[config.mk]
export PLATFORM = sky130hd
export DESIGN_NAME = ffba_seq
export DESIGN_NICKNAME = d
export VERILOG_FILES = /design/src/hw/rtl/ffba_pkg.sv /design/src/hw/rtl/ffba_seq.sv
export SDC_FILE = /design/constraint.sdc
export NUM_CORES = 1
export LEC_CHECK = 0
export BUFFER_PORTS_ARGS = -buffer_cell sky130_fd_sc_hd__buf_2
export CAP_MARGIN = 20
export CELL_PAD_IN_SITES_DETAIL_PLACEMENT = 1
export CELL_PAD_IN_SITES_GLOBAL_PLACEMENT = 1
export CORE_MARGIN = 2
export CORE_UTILIZATION = 35
export CTS_CLUSTER_DIAMETER = 50
export CTS_CLUSTER_SIZE = 28
export DETAILED_ROUTE_END_ITERATION = 16
export PLACE_DENSITY_LB_ADDON = 0.1
export SYNTH_ARGS = -nofsm -noshare
export SYNTH_HDL_FRONTEND = slang
export SYNTH_SLANG_ARGS = --single-unit
[constraint.sdc]
create_clock -name clk -period 4.1 [get_ports clk]
set_clock_uncertainty 0.2 [all_clocks]
set_input_delay 0.615 -clock clk [delete_from_list [all_inputs] [get_ports clk]]
set_output_delay 0.615 -clock clk [all_outputs]
set_load 0.05 [all_outputs]
[src/hw/rtl/ffba_pkg.sv]
// Package for the first-fit block allocator: word types, sequencer states
// and fixed constants. No dependencies.
package ffba_pkg;

	localparam int TAG_W   = 8;
	localparam int COUNT_W = 11;
	localparam int LOC_W   = 10;
	localparam int PADDR_W = 3;
	localparam int PDATA_W = 32;

	localparam logic [TAG_W-1:0]   FREE_TAG        = '0;
	localparam logic [COUNT_W-1:0] CELLS_IN_USE_RST = 11'd1000;

	// Request codes
	localparam logic FUNC_ALLOC   = 1'b0;
	localparam logic FUNC_RELEASE = 1'b1;

	// Register index (byte address divided by four)
	localparam logic [PADDR_W-3:0] REG_CELLS_IN_USE = '0;

	typedef struct packed {
		logic               func;
		logic [TAG_W-1:0]   owner_tag;
		logic [COUNT_W-1:0] block_count;
	} in_word_t;

	typedef struct packed {
		logic             granted;
		logic [LOC_W-1:0] start_location;
	} out_word_t;

	typedef enum logic [2:0] {
		ST_CLEAR,
		ST_IDLE,
		ST_SCAN,
		ST_FILL,
		ST_FREE,
		ST_DONE
	} ffba_state_t;

endpackage

[src/hw/rtl/ffba_seq.sv]
// Sequencer of the first-fit block allocator: clearing pass, first-fit scan,
// run fill and release sweep over the owner RAM. Depends on ffba_pkg.
module ffba_seq import ffba_pkg::*; #(
	parameter int CELLS = 1024
) (
	input  logic                     clk,
	input  logic                     arst_n,
	input  logic [COUNT_W-1:0]       cells_in_use,
	input  logic                     req_valid,
	input  in_word_t                 req,
	output logic                     req_take,
	output logic                     res_valid,
	input  logic                     res_ready,
	output out_word_t                res,
	output logic                     mem_we,
	output logic [$clog2(CELLS)-1:0] mem_waddr,
	output logic [TAG_W-1:0]         mem_wdata,
	output logic [$clog2(CELLS)-1:0] mem_raddr,
	input  logic [TAG_W-1:0]         mem_rdata
);

	localparam int AW = $clog2(CELLS);
	localparam int NW = (AW + 1 > COUNT_W) ? AW + 1 : COUNT_W;

	ffba_state_t        state_q, state_d;
	logic [NW-1:0]      n_q, rd_addr_q, run_q;
	logic [AW-1:0]      rd_idx_s1, first_q, fill_q, clr_q;
	logic               rd_vld_s1;
	logic [TAG_W-1:0]   tag_q;
	logic [COUNT_W-1:0] cnt_q, left_q;
	out_word_t          res_q;

	logic          accept, issue, hit, cell_free;
	logic [NW-1:0] cells_ext, n_act;
	logic [AW-1:0] first_now;

	assign cells_ext = NW'(cells_in_use);
	assign n_act     = (cells_ext > NW'(CELLS)) ? NW'(CELLS) : cells_ext;
	assign cell_free = (mem_rdata == FREE_TAG);
	assign first_now = (run_q == '0) ? rd_idx_s1 : first_q;
	assign hit       = (state_q == ST_SCAN) && rd_vld_s1 && cell_free &&
	                   ((run_q + NW'(1)) == NW'(cnt_q));
	assign issue     = ((state_q == ST_SCAN) || (state_q == ST_FREE)) &&
	                   (rd_addr_q < n_q) && !hit;
	assign accept    = req_take && req_valid;
	assign mem_raddr = rd_addr_q[AW-1:0];
	assign res       = res_q;

	always_ff @(posedge clk or negedge arst_n) begin
		if (!arst_n) begin
			state_q <= ST_CLEAR;
		end else begin
			state_q <= state_d;
		end
	end

	always_comb begin
		state_d   = state_q;
		req_take  = 1'b0;
		res_valid = 1'b0;
		mem_we    = 1'b0;
		mem_waddr = '0;
		mem_wdata = FREE_TAG;
		unique case (state_q)
			ST_CLEAR: begin
				mem_we    = 1'b1;
				mem_waddr = clr_q;
				if (clr_q == AW'(CELLS - 1)) begin
					state_d = ST_IDLE;
				end
			end
			ST_IDLE: begin
				req_take = 1'b1;
				if (req_valid) begin
					priority if (req.func == FUNC_RELEASE) begin
						state_d = ST_FREE;
					end else if (req.owner_tag == FREE_TAG || req.block_count == '0) begin
						state_d = ST_DONE;
					end else begin
						state_d = ST_SCAN;
					end
				end
			end
			ST_SCAN: begin
				if (hit) begin
					state_d = ST_FILL;
				end else if (!issue && !rd_vld_s1) begin
					state_d = ST_DONE;
				end
			end
			ST_FILL: begin
				mem_we    = 1'b1;
				mem_waddr = fill_q;
				mem_wdata = tag_q;
				if (left_q == COUNT_W'(1)) begin
					state_d = ST_DONE;
				end
			end
			ST_FREE: begin
				if (rd_vld_s1 && mem_rdata == tag_q) begin
					mem_we    = 1'b1;
					mem_waddr = rd_idx_s1;
				end
				if (!issue && !rd_vld_s1) begin
					state_d = ST_DONE;
				end
			end
			ST_DONE: begin
				res_valid = 1'b1;
				if (res_ready) begin
					state_d = ST_IDLE;
				end
			end
			default: begin
				state_d = ST_IDLE;
			end
		endcase
	end

	// Control registers
	always_ff @(posedge clk or negedge arst_n) begin
		if (!arst_n) begin
			rd_vld_s1 <= 1'b0;
			clr_q     <= '0;
		end else begin
			rd_vld_s1 <= issue;
			if (state_q == ST_CLEAR) begin
				clr_q <= clr_q + AW'(1);
			end
		end
	end

	// Datapath registers
	always_ff @(posedge clk) begin
		rd_idx_s1 <= rd_addr_q[AW-1:0];
		if (accept) begin
			rd_addr_q <= '0;
			run_q     <= '0;
			n_q       <= n_act;
			tag_q     <= req.owner_tag;
			cnt_q     <= req.block_count;
			res_q     <= '{granted: req.func, start_location: '0};
		end else begin
			if (issue) begin
				rd_addr_q <= rd_addr_q + NW'(1);
			end
			if (state_q == ST_SCAN && rd_vld_s1) begin
				if (cell_free) begin
					run_q   <= run_q + NW'(1);
					first_q <= first_now;
				end else begin
					run_q <= '0;
				end
			end
			if (hit) begin
				fill_q <= first_now;
				left_q <= cnt_q;
				res_q  <= '{granted: 1'b1, start_location: LOC_W'(NW'(first_now))};
			end else if (state_q == ST_FILL) begin
				fill_q <= fill_q + AW'(1);
				left_q <= left_q - COUNT_W'(1);
			end
		end
	end

endmodule

-- Word level (Yosys, flattened, before mapping)
Index checks and enable logic that the tools add are counted.
- register bits: 118
- input port bits: 43
- output and inout bits: 42
- word-level logic and storage cells: 83
- $add $sub $neg: 5
- order comparisons: 2
- eq/ne operators: 13
- muxes and demuxes: 24
- bitwise operators: 1
- reductions and logical operators: 24
- operators by type and width (operator ; number):
    $mux 11 ; 5
    $mux 10 ; 4
    $pmux 10 s3 ; 1
    $mux 3 ; 8
    $add 11x1->11 const B ; 2
    $logic_not 11->1 ; 2
    $add 10x1->10 const B ; 2
    $pmux 3 s6 ; 1
    $logic_not 8->1 ; 2
    $eq 11x1->1 const B ; 1
    $eq 11x11->1 ; 1
    $gt 11x11->1 const B ; 1
    $lt 11x11->1 ; 1
    $sub 11x1->11 const B ; 1
    $eq 10x10->1 const B ; 1
    $eq 8x8->1 ; 1
    $logic_and 1x1->1 ; 8
    $mux 8 ; 1
    $ne 2x2->1 const B ; 4
    $eq 3x2->1 const B ; 2
    $eq 3x3->1 const B ; 2
    $reduce_and 4->1 ; 1
    $reduce_bool 2->1 ; 2
    $eq 3x1->1 const B ; 1
    other kinds (9) ; 14

-- Logic depth before layout (Yosys ltp)
- depth in word-level cells: 11
- mapped depth: 12
- mapped depth without buffers: 9

-- Worst setup path before layout
Ideal clock, no wire load.
- path type: register -> register
- start point: reg state_q[0]
- end point: reg cnt_q[0] (enable)
- library setup time: 0.406 ns
- arrival time: 3.076 ns
- required time: 3.494 ns
- setup slack: 0.417 ns
- cell stages (with the launch flop): 7
- path buffers: 2
- clock period less this slack: 3.683 ns
- cells stage by stage: dfrtp_1 > clkbuf_1 > nor2b_1 > nor2b_1 > nand2_1 > inv_1 > clkbuf_1
- word-level cells in the longest chain between the ends: 3
- RTL lines (item ; RTL line ; text):
    start, declared ; ffba_seq.sv:25 ; ffba_state_t state_q, state_d;
    start signal, assigned ; ffba_seq.sv:53 ; state_q <= state_d;
    $eq 3x1->1 ; ffba_seq.sv:64 ; unique case (state_q)
    $mux 1 ; ffba_seq.sv:64 ;
    named net req_take ; ffba_seq.sv:11 ; output logic req_take,
    $logic_and 1x1->1 ; ffba_seq.sv:45 ; assign accept = req_take && req_valid;
    named net accept ; ffba_seq.sv:33 ; logic accept, issue, hit, cell_free;
    end signal, assigned ; ffba_seq.sv:141 ; cnt_q <= req.block_count;
    end, declared ; ffba_seq.sv:30 ; logic [COUNT_W-1:0] cnt_q, left_q;
The timed path passes the listed nets, and every way through them passes these cells.
A chain may end at the register's enable or synchronous reset.

-- Worst setup path in the final report
- start point: reg state_q[1]
- end point: reg state_q[0]
- word-level cells in the longest chain between the ends: 11
- elaborated cells on any way between the ends: 23
- classes of those cells: 9 x eq/ne; 3 x mux; 11 x reduce/logical
- RTL lines (item ; RTL line ; text):
    $eq 3x2->1 ; ffba_seq.sv:41, ffba_seq.sv:43, ffba_seq.sv:64 ;
    $logic_and 1x1->1 (3 in a row) ; ffba_seq.sv:41 ; assign hit = (state_q == ST_SCAN) && rd_vld_s1 && cell_free &&
    $logic_not 1->1 ; ffba_seq.sv:44 ; (rd_addr_q < n_q) && !hit;
    $logic_and 1x1->1 ; ffba_seq.sv:44 ;
    $logic_not 1->1 ; ffba_seq.sv:87, ffba_seq.sv:104 ;
    $logic_and 1x1->1 ; ffba_seq.sv:87, ffba_seq.sv:104 ;
    $mux 3 ; n/a ;
    $mux 3 ; ffba_seq.sv:85 ; if (hit) begin
    $pmux 3 s6 ; ffba_seq.sv:64 ;
Parallel ways exist; a longest one is shown, timed or not.

==> reports/qor.csv <==
stage,metric,value,unit
detailed_routing,drc,0,
sta,slew_violations,0,
yosys,synth_top_cell_area_share,0.307,
sta,max_freq,297,MHz
floorplanning,ioPinCount,85,
yosys,synth_cell_types,57,
detailed_routing,detail_route.wl_per_cell,17.9,µm
sta,setup_ws,0.732,ns
grt,grt_max_degree,47,
floorplanning,fp.dieW,136,µm
grt,grt_util_all_layers,0.189,
clocking,clk_pin_slew_worst_paths,0.05,ns
setup_path,r2r_end,state_q[0],
sta,grt_setup_unrepaired,no,
setup_path,ff2ff_path_depth,10,
hold_path,hold_class,in2reg,
clocking,root_buffer,clkbuf_16,
setup_path,worstPathArrival,3.47,ns
yosys,ys_seq_elements,118,
final_layout,register_area,0.00305,mm²
detailed_routing,antenna_left,0,
placement,gp_congestion,0.817,
floorplanning,initial_core_util,0.355,
clocking,tritoncts,done,
grt,grt_pass1_vias,5029,
final_layout,fillers,1960,
flow_run,cap_violations,0,
sta,finalHoldViolCount,0,
final_layout,nets,749,
yosys,synth.area.top_cells,"edfxtp_1 (31%), dfxtp_1 (14%), dfrtp_1 (5.8%), nand2_1 (4.8%), xnor2_1 (4.6%)",
detailed_routing,postRouteWirelength,16600,µm
yosys,netlist_instances,615,
floorplanning,die_area,0.0184,mm²
clocking,numCtsBuffers,17,
setup_path,crit_type,reg2reg,
grt,grt_pass1_wl,26400,µm
placement,place_ws,0.736,ns
hold_path,hold_path_end,tag_q[2],
yosys,synth_edf_count,62,
clocking,cts_buffer_depth,2,
detailed_routing,drt_iter0_drc,261,
power_and_ir_drop,ir_drop,0.301,mV
yosys,syn_nets,675,
sta,maxSlewHeadroom,0.456,
final_layout,multi_input_area,0.00271,mm²
setup_path,crit_fanout,19,
yosys,async_flop_share,0.119,
power_and_ir_drop,p_total,2.73,mW
sta,fin_crit,3.37,ns
setup_path,critPathLaunchType,flop,
final_layout,drive_gt1_frac,0.205,
outcome,status,"finished, final reports clean",
grt,globalRouteOverflowTotal,0,
detailed_routing,firstDrtPassIters,4,
final_layout,antenna-diode-count,0,
floorplanning,core_region_area,0.0171,mm²
sta,tns,0,ns
yosys,yosysSeqAreaShare,0.503,
detailed_routing,vias,4811,
power_and_ir_drop,p_leak,3.05,nW
hold_path,min_from,req[13],
clocking,htreeDepth,4,
setup_path,r2r_slack,0.73,ns
yosys,synth_area_per_cell,9.87,µm²
yosys,synth_ff_type,edfxtp_1,
floorplanning,die_h,136,µm
setup_path,cp.required,4.21,ns
detailed_routing,drt-vias-per-instance,5.19,
sta,worst_pin_slew,0.805,ns
clocking,cts_sinks,118,
placement,io_buffers,84,
power_and_ir_drop,power.density,377,mW/mm²
clocking,clk_latency,0.42,ns
floorplanning,rows,48,
yosys,syn-cell-area,0.00607,mm²
final_layout,final_core_util,0.422,
sta,finalCritPeriodShare,0.822,
placement,hpwlAfterDp,12400,µm
sta,finalSetupViolations,0,
yosys,ys_warn_count,0,
hold_path,min_path_cells,1,
yosys,synth_top_area_cell,edfxtp_1,
setup_path,endpoint_kind,flop,
grt,antenna_found_initial,0,
final_layout,syn_to_final_growth,19.1,%
clocking,ctsResizeCount,0,
setup_path,rr_startpoint,state_q[1],
-- stage by stage --
stage               hold WS [ns]  cell area (µm²)  std cells
floorplan                  0.119             6070        615
global placement           0.230             6650        894
detailed placement         0.240             6650        894
CTS                        0.166             7230        927
global route               0.172             7230        927
finish                     0.191             7230        927
-- state kept, by name, summed over array words and instances (netlist names) --
register	cells
fill_q	10
run_q	11
rd_addr_q	11
first_q	10
n_q	11
clr_q	10
state_q	3
cnt_q	11
res	11
rd_idx_s1	10
left_q	11
rd_vld_s1	1
tag_q	8
-- cells by family (layout without fill, tap and decap cells) --
| kind of cell | Yosys count | count (layout) | synth area share |
|---|---|---|---|
| muxes | 22 | 22 | 0.0381 |
| xor gates and xnor gates | 48 | 48 | 0.0705 |
| DFF | 118 | 118 | 0.503 |
| and+or+nand+nor | 252 | 252 | 0.210 |
| buffers and inverters | 66 | 153 | 0.0524 |
| AOI/OAI and AO/OA | 92 | 92 | 0.0913 |
| adders and majority gates | 17 | 17 | 0.0350 |
-- Yosys cell counts (3+ instances only) --
library cell,number
dfxtp_1,42
and3_1,14
nand2b_1,8
buf_2,8
nor4_1,9
mux2i_1,13
mux2_2,9
nand3_1,31
dfrtp_1,14
ha_1,17
a31oi_1,6
nand4_1,12
clkbuf_1,17
nor3_1,18
a22oi_1,10
edfxtp_1,62
buf_4,14
nor4b_1,3
a21oi_1,38
and2_1,4
nand2_1,78
nor2b_1,16
o21ai_1,11
inv_1,22
xnor2_1,32
o31ai_1,4
nor2_1,43
o21ai_0,8
xor2_1,15
-- cells in the final DEF, fill, tap and decap left out, types with 3 or more instances in the layout --
cell,instances
a21oi_1,38
a22oi_1,10
a31oi_1,6
and2_1,4
and3_1,14
buf_2,84
buf_4,12
clkbuf_16,17
clkinv_2,4
clkinv_4,4
dfrtp_1,14
dfxtp_1,42
edfxtp_1,62
ha_1,17
inv_1,22
mux2_2,9
mux2i_1,13
nand2_1,78
nand2b_1,8
nand3_1,31
nand4_1,12
nor2_1,43
nor2b_1,16
nor3_1,17
nor4_1,8
nor4b_1,3
o21ai_0,8
o21ai_1,11
o31ai_1,4
xnor2_1,32
xor2_1,15
-- power breakdown --
part	switching (mW)	internal [mW]
sequential	0	1.24
combinational	0.0206	0.0209
clock	0.540	0.908
-- critical path, cell delays in order, from the launching register on --
cell and delay, ns:
dfrtp_1 0.71, nor4bb_1 0.29, buf_4 0.20, nand3_1 0.07, buf_4 0.21, inv_2 0.30, nand4_1 0.14, nor3_1 0.16
nand4b_1 0.50, and3_1 0.35, o32ai_1 0.12
-- worst max path at each step --
stage | endpoint | startpoint | cells past startpoint
2_1_floorplan | cnt_q[0] | state_q[0] | 6
3_3_place_gp | state_q[0] | mem_rdata[0] | 10
3_5_place_dp | state_q[0] | mem_rdata[0] | 10
4_1_cts | state_q[0] | state_q[1] | 10
5_1_grt | state_q[0] | state_q[1] | 10
6_report | state_q[0] | state_q[1] | 10
-- timing repair --
action,CTS,global route
setup buffers,0,0
endpoints found under the hold margin,14,0
hold buffers,1,0
-- layout make-up --
| cell class | count | area share |
|---|---|---|
| well taps | 225 | 0.0389 |
| clock inverters | 12 | 0.0178 |
| inverters | 24 | 0.0125 |
| repair buffers | 97 | 0.0720 |
| multi-input cells | 431 | 0.375 |
| flip-flops and latches | 118 | 0.422 |
| clock buffers | 20 | 0.0618 |
-- routing by layer --
layer,vias to the layer above,GRT usage,wire length (µm)
met5,-,0,0
met1,2347,0.254,7900
met3,21,0.0501,825
met4,0,0.0706,281
li1,2325,-,-
met2,118,0.294,7560
(Power assumes the default switching activity.)
